## src/rtl/core/qkd_pkg.sv

```systemverilog
// Shared types and constants for the quaternion key decompressor.
// Used by every module under rtl/core; depends on nothing.
package qkd_pkg;

  localparam int unsigned NumLanes  = 4;
  localparam int unsigned DivSteps  = 32;
  localparam int unsigned SqrtSteps = 17;

  localparam logic [19:0] UnitSq    = 20'd261121;
  localparam logic [47:0] TimeRound = 48'd16383;
  localparam logic [15:0] TimeDiv   = 16'd32767;
  localparam logic [16:0] MagMax    = 17'd32767;

  localparam int unsigned PaddrW = 3;
  localparam logic RegMinTime = 1'b0;
  localparam logic RegMaxTime = 1'b1;

  typedef struct packed {
    logic [15:0] time_word;
    logic [31:0] packed_rotation;
    logic        last_in;
  } in_req_t;

  typedef struct packed {
    logic signed [31:0] key_time;
    logic               interpolate_next;
    logic signed [15:0] rot_x;
    logic signed [15:0] rot_y;
    logic signed [15:0] rot_z;
    logic signed [15:0] rot_w;
    logic               corrupt;
    logic               last_out;
  } out_rsp_t;

  typedef struct packed {
    logic signed [31:0] key_time;
    logic               interp;
    logic [3:0]         neg;
    logic               corrupt;
    logic               last;
  } side_t;

  typedef struct packed {
    logic [19:0] rem;
    logic [32:0] quo;
  } div_lane_t;

  typedef struct packed {
    div_lane_t [NumLanes-1:0] lane;
    logic [19:0]              den;
    side_t                    side;
  } div_bus_t;

  typedef struct packed {
    logic [33:0] rad;
    logic [18:0] rem;
    logic [16:0] root;
  } sqrt_lane_t;

  typedef struct packed {
    sqrt_lane_t [NumLanes-1:0] lane;
    side_t                     side;
  } sqrt_bus_t;

endpackage

```

## src/rtl/core/qkd_sqrt_cell.sv

```systemverilog
// One digit-by-digit square root step for all four quaternion lanes.
// Depends on qkd_pkg.
module qkd_sqrt_cell (
  input  logic               clk_i,
  input  logic               rst_ni,
  input  logic               valid_i,
  output logic               ready_o,
  input  qkd_pkg::sqrt_bus_t bus_i,
  output logic               valid_o,
  input  logic               ready_i,
  output qkd_pkg::sqrt_bus_t bus_o
);
  import qkd_pkg::*;

  logic      valid_q;
  logic      load;
  sqrt_bus_t bus_d, bus_q;

  assign load    = ~valid_q | ready_i;
  assign ready_o = load;
  assign valid_o = valid_q;
  assign bus_o   = bus_q;

  always_comb begin
    logic [20:0] cur;
    logic [20:0] trial;
    bus_d = bus_i;
    for (int l = 0; l < NumLanes; l++) begin
      cur   = {bus_i.lane[l].rem, bus_i.lane[l].rad[33:32]};
      trial = {2'b00, bus_i.lane[l].root, 2'b01};
      if (cur >= trial) begin
        bus_d.lane[l].rem  = 19'(cur - trial);
        bus_d.lane[l].root = {bus_i.lane[l].root[15:0], 1'b1};
      end else begin
        bus_d.lane[l].rem  = cur[18:0];
        bus_d.lane[l].root = {bus_i.lane[l].root[15:0], 1'b0};
      end
      bus_d.lane[l].rad = {bus_i.lane[l].rad[31:0], 2'b00};
    end
  end

  always_ff @(posedge clk_i or negedge rst_ni) begin
    if (!rst_ni) begin
      valid_q <= 1'b0;
    end else if (load) begin
      valid_q <= valid_i;
    end
  end

  always_ff @(posedge clk_i) begin
    if (load && valid_i) begin
      bus_q <= bus_d;
    end
  end

endmodule

```

## config.mk

```make
export PLATFORM = sky130hd
export DESIGN_NAME = qkd_sqrt_cell
export DESIGN_NICKNAME = d
export VERILOG_FILES = /design/src/rtl/core/qkd_pkg.sv /design/src/rtl/core/qkd_sqrt_cell.sv
export SDC_FILE = /design/constraint.sdc
export NUM_CORES = 1
export LEC_CHECK = 0
export BUFFER_PORTS_ARGS = -buffer_cell sky130_fd_sc_hd__clkbuf_2
export CAP_MARGIN = 20
export CORE_AREA = 4 4 251 253
export DETAILED_ROUTE_END_ITERATION = 8
export DIE_AREA = 0 0 255 257
export MAX_ROUTING_LAYER = met4
export PLACE_DENSITY = 0.54
export SYNTH_ARGS = -nofsm -noshare
export SYNTH_HDL_FRONTEND = slang
export SYNTH_SLANG_ARGS = --single-unit
```

## constraint.sdc

```tcl
create_clock -name clk_i -period 7.9 [get_ports clk_i]
set_clock_uncertainty 0.05 [all_clocks]
set_input_delay 0.79 -clock clk_i [delete_from_list [all_inputs] [get_ports clk_i]]
set_output_delay 0.79 -clock clk_i [all_outputs]
set_load 0.01 [all_outputs]
```

==> results.json <==
{
  "die_area_um2": 65500,
  "reg2reg_slack_ns": 5.39,
  "grt_usage": 0.157,
  "path_class": "in -> reg",
  "layout_commonest_cell": "clkbuf_2",
  "max_slew.worst_pin.slew_ns": 0.896,
  "rsz0062_at_grt": "no",
  "peakVddDrop_v": 0.000122,
  "htreeDepth": 2,
  "area_delta_synth_final_pct": 35.8,
  "globalplace.congestion": 0.927,
  "path_clk_slew_ns": 0.06,
  "yosys_warnings": 0,
  "drt_iter0_markers": 771,
  "io_buffers": 635,
  "fillers": 6159,
  "period_share": 0.439,
  "drc_errors": 0,
  "grt_pass1_vias": 11800,
  "finalSetupViolations": 0,
  "path_cells": "clkbuf_2 > inv_1 > ha_1 > nor3_1 > nor3_1 > a211oi_1 > o21ai_0 > a41oi_2 > buf_4 > mux2_2",
  "min_path_type": "in -> reg",
  "globalRouteOverflowTotal": 0,
  "viasPerCell": 4.52,
  "synth_ff_type": "edfxtp_1",
  "vias": 11500,
  "initial_utilization": 0.241,
  "die_x_um": 255,
  "grt_max_degree": 157,
  "clock_latency_ns": 0.53,
  "status": "completed",
  "max_stage_delay_ns": 0.60,
  "max-clock-path-buffers": 3,
  "setup_tns_ns": 0,
  "synth_seq_area_share": 0.637,
  "multi_input_area_um2": 4810,
  "seq_power_share": 0.451,
  "power_density_nw_per_um2": 224,
  "worst_setup_path_start_kind": "input pin",
  "crit_path_start": "bus_i[42]",
  "p_sw_frac": 0.263,
  "antenna_found_initial": 3,
  "power_leakage_nw": 8.69,
  "internal_power_mw": 3.29,
  "final_cell_mix": "635 x clkbuf_2, 311 x edfxtp_1, 100 x inv_1",
  "critPathBufInv": 3,
  "path_delay_family": "compound AO/OA/AOI/OAI gates",
  "grt_pass1_wl_um": 76300,
  "dr.pass1.iters": 5,
  "drive_above_1_share": 0.431,
  "required_ns": 8.13,
  "finalHoldViolations": 0,
  "clock_tree.root_cell": "clkbuf_16",
  "post_cts_resized": 0,
  "ys_seq_elements": 312,
  "switchingPower_mw": 1.18,
  "drt-total-wl_um": 52800,
  "synth_area_um2": 14700,
  "synth_edf_count": 311,
  "slew_headroom": 0.403,
  "synth_cell_types": 72,
  "clock-sinks": 312,
  "syn_avg_cell_area_um2": 13.7,
  "synthArstFlopShare": 0.00321,
  "maxCapViolations": 0,
  "min_from": "bus_i[290]",
  "end_kind": "flip-flop",
  "numCtsBuffers": 37,
  "seq_area_um2": 9360,
  "crit_path_max_fanout": 20,
  "period_minus_slack_ns": 3.47,
  "timing.fmax_mhz": 289,
  "syn_inst": 1074,
  "critPathSlowestCell": "a211oi_1",
  "crit_path_frequent_cell": "nor3_1",
  "io-pin-count": 644,
  "cp.arrival_ns": 3.69,
  "antenna_left": 0,
  "holdWs_ns": 0.373,
  "layout.nets": 2135,
  "core_area_um2": 61000,
  "dpl.hpwl_um": 42900,
  "final_max_slew_viol_count": 0,
  "fp.dieH_um": 257,
  "wl_per_cell_um": 20.7,
  "rows": 91,
  "combPwrFrac": 0.174,
  "power_frac_clock": 0.375,
  "r2r_start": "valid_o",
  "cts_tree": "done"
}
[area by class of cell]
| class | instances | share of cell area |
|---|---|---|
| Sequential cell | 312 | 0.469 |
| Tap cell | 790 | 0.0496 |
| Clock inverter | 23 | 0.0112 |
| Antenna cell | 1 | 0.000125 |
| Inverter | 102 | 0.0192 |
| Multi-Input combinational cell | 643 | 0.241 |
| Clock buffer | 42 | 0.0474 |
| Timing Repair Buffer | 640 | 0.162 |
[what timing repair did]
item                      in CTS  in global routing
setup buffers                  0                  0
hold endpoints to repair       1                  0
hold buffers                   1                  0
[state kept, by name, indices dropped and copies added (netlist names)]
register / cells
bus_o: 311
valid_o: 1
[power groups by stage]
stage               clock network (mW)  registers (mW)  logic [mW]
global route                      1.81            2.02       0.855
floorplan                            0            2.11       0.392
detailed placement                   0            2.05       0.780
finish                            1.68            2.01       0.779
CTS                               1.73            2.02       0.785
global placement                     0            2.05       0.771
[metrics by stage]
stage	instance area, um^2	total power [mW]	utilization	std cells	setup slack [ns]
final	19900	4.47	0.327	2553	4.43
after floorplan	14700	2.50	-	1081	2.59
after CTS	19900	4.53	0.327	2552	4.51
after detailed placement	18800	2.83	0.307	2486	3.94
after global routing	19900	4.68	0.327	2553	4.26
after global placement	18800	2.82	0.307	2486	4.02
[worst reg2reg max path, cell delays in order (launching register included)]
cell and delay (ns):
dfrtp_1 0.40, nand2b_1 0.12, and2_4 0.64, buf_4 0.85
[logic make-up after synthesis]
kind of cell | Yosys count | synth area share
muxes | 50 | 0.0408
other | 1 | 0.000255
adders and majority gates | 76 | 0.0647
buffers and inverters | 126 | 0.0377
DFF | 312 | 0.637
and+or+nand+nor | 200 | 0.0709
xor gates and xnor gates | 48 | 0.0286
AOI/OAI and AO/OA | 261 | 0.120
[cells in the mapped netlist (all sizes together) (12+ instances only)]
library cell	count	area, um^2
edfxtp	311	9340
inv	102	383
ha	76	951
a21oi	62	310
o21ai	52	260
mux2	46	559
nand2	38	143
nand3	38	190
nor2	32	123
xnor2	29	254
a21o	22	166
nor3	20	100
o21a	20	150
xor2	19	166
buf	17	144
nor2b	12	75.1
o31ai	12	90.1
[layer usage]
metal	global-route usage	up-vias	wire, um
met4	0.0365	0	946
li1	-	5418	-
met1	0.199	5636	22300
met2	0.262	415	26300
met5	-	-	0
met3	0.0288	60	3280
[final timing paths]
check                             end  cells after the start
max in group asynchronous     valid_o                      2
hold reg to reg               valid_o                      2
min in group asynchronous     valid_o                      2
setup / recovery            bus_o[70]                     10
setup reg to reg           bus_o[211]                      3
hold / removal             bus_o[292]                      1
Note: power is estimated with default switching activity, not from simulation.
