==> src/rtl/core/qkd_pkg.sv <==
// Shared types and constants for the quaternion key decompressor.
// Used by every module under rtl/core; depends on nothing.
package qkd_pkg;

  localparam int unsigned NumLanes  = 4;
  localparam int unsigned DivSteps  = 32;
  localparam int unsigned SqrtSteps = 17;

  localparam logic [19:0] UnitSq    = 20'd261121;
  localparam logic [47:0] TimeRound = 48'd16383;
  localparam logic [15:0] TimeDiv   = 16'd32767;
  localparam logic [16:0] MagMax    = 17'd32767;

  localparam int unsigned PaddrW = 3;
  localparam logic RegMinTime = 1'b0;
  localparam logic RegMaxTime = 1'b1;

  typedef struct packed {
    logic [15:0] time_word;
    logic [31:0] packed_rotation;
    logic        last_in;
  } in_req_t;

  typedef struct packed {
    logic signed [31:0] key_time;
    logic               interpolate_next;
    logic signed [15:0] rot_x;
    logic signed [15:0] rot_y;
    logic signed [15:0] rot_z;
    logic signed [15:0] rot_w;
    logic               corrupt;
    logic               last_out;
  } out_rsp_t;

  typedef struct packed {
    logic signed [31:0] key_time;
    logic               interp;
    logic [3:0]         neg;
    logic               corrupt;
    logic               last;
  } side_t;

  typedef struct packed {
    logic [19:0] rem;
    logic [32:0] quo;
  } div_lane_t;

  typedef struct packed {
    div_lane_t [NumLanes-1:0] lane;
    logic [19:0]              den;
    side_t                    side;
  } div_bus_t;

  typedef struct packed {
    logic [33:0] rad;
    logic [18:0] rem;
    logic [16:0] root;
  } sqrt_lane_t;

  typedef struct packed {
    sqrt_lane_t [NumLanes-1:0] lane;
    side_t                     side;
  } sqrt_bus_t;

endpackage

==> src/rtl/core/qkd_div_cell.sv <==
// One restoring division step for all four quaternion lanes.
// Depends on qkd_pkg.
module qkd_div_cell (
  input  logic              clk_i,
  input  logic              rst_ni,
  input  logic              valid_i,
  output logic              ready_o,
  input  qkd_pkg::div_bus_t bus_i,
  output logic              valid_o,
  input  logic              ready_i,
  output qkd_pkg::div_bus_t bus_o
);
  import qkd_pkg::*;

  logic     valid_q;
  logic     load;
  div_bus_t bus_d, bus_q;

  assign load    = ~valid_q | ready_i;
  assign ready_o = load;
  assign valid_o = valid_q;
  assign bus_o   = bus_q;

  always_comb begin
    logic [20:0] dbl;
    logic        qbit;
    bus_d = bus_i;
    for (int l = 0; l < NumLanes; l++) begin
      dbl  = {bus_i.lane[l].rem, 1'b0};
      qbit = (dbl >= {1'b0, bus_i.den});
      if (qbit) begin
        bus_d.lane[l].rem = 20'(dbl - {1'b0, bus_i.den});
      end else begin
        bus_d.lane[l].rem = dbl[19:0];
      end
      bus_d.lane[l].quo = {bus_i.lane[l].quo[31:0], qbit};
    end
  end

  always_ff @(posedge clk_i or negedge rst_ni) begin
    if (!rst_ni) begin
      valid_q <= 1'b0;
    end else if (load) begin
      valid_q <= valid_i;
    end
  end

  always_ff @(posedge clk_i) begin
    if (load && valid_i) begin
      bus_q <= bus_d;
    end
  end

endmodule

==> config.mk <==
export PLATFORM = sky130hd
export DESIGN_NAME = qkd_div_cell
export DESIGN_NICKNAME = d
export VERILOG_FILES = /design/src/rtl/core/qkd_pkg.sv /design/src/rtl/core/qkd_div_cell.sv
export SDC_FILE = /design/constraint.sdc
export NUM_CORES = 1
export LEC_CHECK = 0
export ABC_AREA = 0
export ABC_CLOCK_PERIOD_IN_PS = 16000
export BUFFER_PORTS_ARGS = -buffer_cell sky130_fd_sc_hd__buf_2
export CAP_MARGIN = 20
export CORE_AREA = 2 2 212 214
export DETAILED_ROUTE_END_ITERATION = 10
export DIE_AREA = 0 0 214 216
export GPL_ROUTABILITY_DRIVEN = 0
export HOLD_SLACK_MARGIN = 0.15
export PLACE_DENSITY_LB_ADDON = 0.2
export SLEW_MARGIN = 20
export SYNTH_ARGS = -nofsm -noshare
export SYNTH_HDL_FRONTEND = slang
export SYNTH_SLANG_ARGS = --single-unit
==> constraint.sdc <==
create_clock -name clk_i -period 16 [get_ports clk_i]
set_input_delay 2.4 -clock clk_i [delete_from_list [all_inputs] [get_ports clk_i]]
set_output_delay 2.4 -clock clk_i [all_outputs]
set_load 0.02 [all_outputs]
==> results of run 1 <==
==> area by class of cell <==
type / instances / area share
flip-flops and latches: 272 / 0.4511
inverters: 49 / 0.01016
clock buffers: 42 / 0.04985
repair buffers: 550 / 0.1531
well taps: 592 / 0.04093
multi-input cells: 671 / 0.2831
diodes: 1 / 0.0001383
clock inverters: 18 / 0.01169
==> layout by cell type (no fill, tap or decap), drive strengths merged, types with 8 or more instances in the layout <==
| cell | count |
|---|---|
| o21a | 23 |
| nand3 | 23 |
| nor2 | 68 |
| mux2i | 10 |
| nand2b | 11 |
| edfxtp | 271 |
| xor2 | 11 |
| buf | 550 |
| clkinv | 13 |
| a21oi | 67 |
| nand2 | 34 |
| a21o | 31 |
| a31oi | 9 |
| o21ai | 43 |
| mux2 | 53 |
| xnor2 | 38 |
| nor2b | 19 |
| inv | 49 |
| nor3 | 18 |
| ha | 80 |
| a211oi | 8 |
| nand4 | 10 |
| clkbuf | 42 |
| a211o | 8 |
==> worst max-delay path by stage <==
stage | from | to | cells after the start
after detailed placement | bus_i[40] | bus_o[158] | 11
after CTS | bus_i[40] | bus_o[158] | 11
after global routing | bus_i[40] | bus_o[158] | 11
final | ready_i | ready_o | 3
after floorplan | ready_i | bus_o[0] | 2
after global placement | bus_i[40] | bus_o[101] | 11
==> logic make-up after synthesis <==
family	after synthesis	share of synthesized area
xor+xnor	49	0.03163
buf+inv	75	0.02250
compound gates	258	0.1290
fa+ha+maj	84	0.07968
mux	63	0.05607
simple gates	217	0.07941
flops	272	0.6017
==> sequential cells by signal, indices dropped and copies added (netlist names) <==
signal,flops
bus_o,271
valid_o,1
==> metal layers <==
layer,GRT usage,vias up
met3,0.07005,92
met1,0.2542,5193
met4,0.07599,24
li1,-,5047
met5,0,-
met2,0.3616,432
==> critical path, cell delays in order <==
cell and delay, ps:
buf_2 110, nand2b_1 180, buf_2 180
==> power by group through the flow <==
stage / sequential [uW] / clock [uW] / combinational (uW)
detailed placement: 880 / 0 / 434
CTS: 866 / 806 / 436
finish: 866 / 782 / 431
floorplan: 955 / 0 / 213
global route: 870 / 827 / 467
global placement: 879 / 0 / 431
==> per-stage QoR <==
stage	hold slack [ps]	area, um^2
after floorplan	782.6	13570
after global placement	545.9	16980
after detailed placement	576.9	16980
after CTS	591.1	18090
after global routing	636.5	18090
final	606.3	18100
==> results.cfg, run 1 <==
[global_route]
grt_pass1_vias = 10560
grt_pass1_wl_um = 71820
antenna_found_initial = 16
grt_use_total = 0.2137
grt_max_degree = 81
globalRouteOverflowTotal = 0

[synth]
synth_nets = 1377
synthTopCellsByCount = 271 x edfxtp_1, 80 x ha_1, 68 x nor2_1
synth_edf_count = 271
synth-seq-cells = 272
synth-async-reset-ratio = 0.003676
synth_area_um2 = 13570
yosys_warnings = 0
yosys.area.top_type = edfxtp_1
synthFlopType = edfxtp_1
synth_top_area_frac = 0.5998
ys_types = 67
ys_top_cells_by_area = edfxtp_1 60%, ha_1 7.4%, mux2_2 3.0%
synth_most_common_cell = edfxtp_1
yosysSeqAreaShare = 0.6017
syn_inst = 1018
syn_area_per_cell_um2 = 13.33

[final_layout]
syn2layout_area_growth_pct = 33.39
layout.nets = 1937
drive_gt1_frac = 0.4151
multiInputGateArea_um2 = 5122
final_core_util = 0.4128
seqCellArea_um2 = 8163
layout.cells.non_filler = 2195
fill_cells = 4256

[cts]
cts_sinks = 272
clock_latency_ps = 540
cts_made_buffers = 34
ctsResizeCount = 0
htree_levels = 2
cts_hold_buf = 0
postCtsSetupRepairBufs = 0
cts_tree = done
root_buffer = clkbuf_16
path_clk_slew_ps = 50
clk_path_buf_depth = 3

[power_and_ir_drop]
fin_total_pwr_uw = 2079
p_leak_uw = 0.007774
p_per_area_nw_per_um2 = 114.9
internal_power_uw = 1491
switching_share = 0.2828
clkPwrFrac = 0.376
share_comb_of_total_power = 0.207
p_sw_uw = 587.9
seqPwrFrac = 0.416
ir_drop_uv = 71.43

[worst_setup_path]
r2r-start = valid_o
cp.arrival_ps = 2880
crit_type = input pin to primary output
reg2regPathDepth = 3
worst_setup_path_end_kind = primary output
reg2reg_to = bus_o[99]
cp-start-kind = input pin
crit_fanout = 3
r2r_setup_slack_ps = 13420
required_ps = 13600

[timing]
relSlewSlack = 0.3039
hold_viol_final = 0
worst_pin_slew_ps = 1044
rsz0062_at_grt = false
fin_tns_setup_ps = 0
setup_ws_ps = 10720
fmax_mhz = 189.4
final.period_utilization = 0.3300
finClkSkew_ps = 13.28
setup_viol = 0
min_period_ps = 5279
drv_slew = 0

[routing]
wirelength_um = 51420
final_antenna_net_count = 0
post_drt_wl_per_cell_um = 23.43
vias = 10790
drc = 0
wl_met2_um = 24520
highest_layer = met5
wl_met1_um = 21000
dr.pass1.iters = 5
drtIter0Drc = 668
viasPerCell = 4.915
dr_wl_met3_um = 4006

[floorplanning]
initial_core_util = 0.3095
die_x_um = 214
core_area_um2 = 43840
dieArea_um2 = 46220
fp.dieH_um = 216
ios = 548
rows = 77

[status]
status = finished, final reports clean

[min_path]
hp-class = register to register
min_to = valid_o
hp-start = valid_o
hold_depth = 2

[placed_design]
placed_cells = 2134
pre_cts_slack_ps = 10140
dp_hpwl_um = 40150
port_buffers = 543

[job]
drv_cap = 0
No activity file was read; power rests on OpenSTA's default activity.
==> run 2: changes to the inputs <==
ABC_CLOCK_PERIOD_IN_PS = 5400   (was 16000)
CORE_AREA = 2 2 214 216   (was 2 2 212 214)
DIE_AREA = 0 0 216 218   (was 0 0 214 216)
clock period = 5.4 ns   (was 16 ns; I/O delays follow)
==> run 2 against run 1 <==
Compared with the run above: setup slack got worse by 9200 ps; largest power group unchanged; flip-flop and latch count unchanged; global-route usage decreased by 0.36 points; critical path type is now input pin to register.
==> results.cfg, run 2 (synthesized netlist as in run 1, its figures left out) <==
[global_route]
grt_pass1_vias = 10670
grt_max_degree = 85
antenna_found_initial = 28
grt_use_total = 0.2101
grt_pass1_wl_um = 71410
globalRouteOverflowTotal = 0

[routing]
final_antenna_net_count = 0
vias = 10900
drc = 0
viasPerCell = 4.911
dr.pass1.iters = 7
drtIter0Drc = 707
wirelength_um = 51380
post_drt_wl_per_cell_um = 23.15

[cts]
htree_levels = 2
cts_made_buffers = 34
cts_sinks = 272
clk_path_buf_depth = 3
root_buffer = clkbuf_16
cts_tree = done
path_clk_slew_ps = 60
clock_latency_ps = 540
postCtsSetupRepairBufs = 0

[timing]
fin_tns_setup_ps = 0
hold-worst-slack_ps = 437.8
min_period_ps = 3832
hold_viol_final = 0
finClkSkew_ps = 10.37
final.period_utilization = 0.7096
relSlewSlack = 0.3341
rsz0062_at_grt = false
setup_viol = 0
drv_slew = 0
fmax_mhz = 261.0
worst_pin_slew_ps = 998.9

[power_and_ir_drop]
ir_drop_uv = 212.4
switching_share = 0.2877
seqPwrFrac = 0.422
p_sw_uw = 1749
clkPwrFrac = 0.367
share_comb_of_total_power = 0.212
p_per_area_nw_per_um2 = 334.9
internal_power_uw = 4332
p_leak_uw = 0.007776
fin_total_pwr_uw = 6081

[floorplanning]
ios = 548
core_area_um2 = 44890
fp.dieH_um = 218
initial_core_util = 0.3022
rows = 78
dieArea_um2 = 47090
die_x_um = 216

[worst_setup_path]
cpMaxStageDelayCell = o32ai_4
max_stage_delay_ps = 570
cp_common_cell = a21o_1
crit_family = compound AO/OA/AOI/OAI gates
required_ps = 5680
cp.arrival_ps = 4110
worst_setup_path_end_kind = register
cp-start-kind = input pin
crit_type = input pin to register
crit_fanout = 15
worstPathCellList = buf_2, inv_1, ha_1, a21o_1, a21o_1, a221o_1, a211oi_2, nor3_1, o32ai_4, buf_4, mux2_4
worst-path-buf-inv = 3

[min_path]
hp-class = input pin to register

[final_layout]
syn2layout_area_growth_pct = 33.85
mostFrequentLayoutCell = buf_2
layout.cells.non_filler = 2220
drive_gt1_frac = 0.4153
layout.nets = 1939
layout_common_cells = 543 x buf_2, 271 x edfxtp_1, 80 x ha_1
largest_reg_flops = 271
fill_cells = 4401

[placed_design]
port_buffers = 543
placed_cells = 2143
dp_hpwl_um = 39960

[job]
drv_cap = 0

[status]
status = finished, final reports clean
-- run 2: cell count changes in the layout (fill, tap and decap cells not counted), sizes merged --
| cell | change |
|---|---|
| buf | +1 |
| diode | +13 |
| clkinv | +3 |
| dlygate4sd3 | +1 |
| bufinv | -2 |
| clkinvlp | +1 |
-- run 2: worst register-to-register path, delay by kind of cell, from the launching register on --
kind | cells | cell delay, ps
AND/OR/NAND/NOR | 2 | 920
buffers and inverters | 1 | 490
flip-flops | 1 | 390
-- run 2: final timing paths --
kind	startpoint	to	slack, ps	cells past startpoint
worst max-delay path	bus_i[47]	bus_o[261]	1570	11
worst min-delay path	bus_i[228]	bus_o[229]	440	1
worst max register to register	valid_o	bus_o[87]	3130	3
worst min register to register	valid_o	valid_o	570	2
max in group asynchronous	rst_ni	valid_o	4730	2
min in group asynchronous	rst_ni	valid_o	580	2
-- run 2: power groups by stage --
stage | registers (uW) | clock network (uW) | logic, uW
after floorplan | 2810 | 0 | 630
after global placement | 2610 | 0 | 1280
after detailed placement | 2610 | 0 | 1290
after CTS | 2570 | 2310 | 1300
after global routing | 2580 | 2370 | 1390
final | 2560 | 2230 | 1290
-- run 2: metrics by stage --
step,utilization,area [um^2],worst slack [ps]
5_1_grt,0.4041,18140,1458
3_5_place_dp,0.3795,17040,1014
2_1_floorplan,-,13570,512.2
6_report,0.4045,18160,1568
4_1_cts,0.4037,18120,1583
3_3_place_gp,0.3795,17040,1063
-- run 2: layer usage --
metal	vias up	track usage	routed length, um
met5	-	0.01354	157
met4	24	0.08402	1841
met3	97	0.08368	4469
met2	448	0.3499	24520
met1	5248	0.2405	20400
li1	5086	-	-
-- run 2: cell type report --
cell class | instances | area (um^2) | area share
antenna | 14 | 35.03 | 0.001929
clock buffer | 42 | 902.1 | 0.04968
clock inverter | 20 | 176.4 | 0.009715
inverter | 49 | 183.9 | 0.01013
multi-input combinational | 671 | 5122 | 0.2821
sequential | 272 | 8163 | 0.4495
tap | 600 | 750.7 | 0.04134
timing repair buffer | 552 | 2825 | 0.1556
-- run 2: timing repair --
item | 4_1_cts | 5_1_grt
hold buffers | 1 | 0
endpoints found under the setup margin | 0 | 0
gates resized for setup | 0 | 0
hold endpoints to repair | 1 | 0
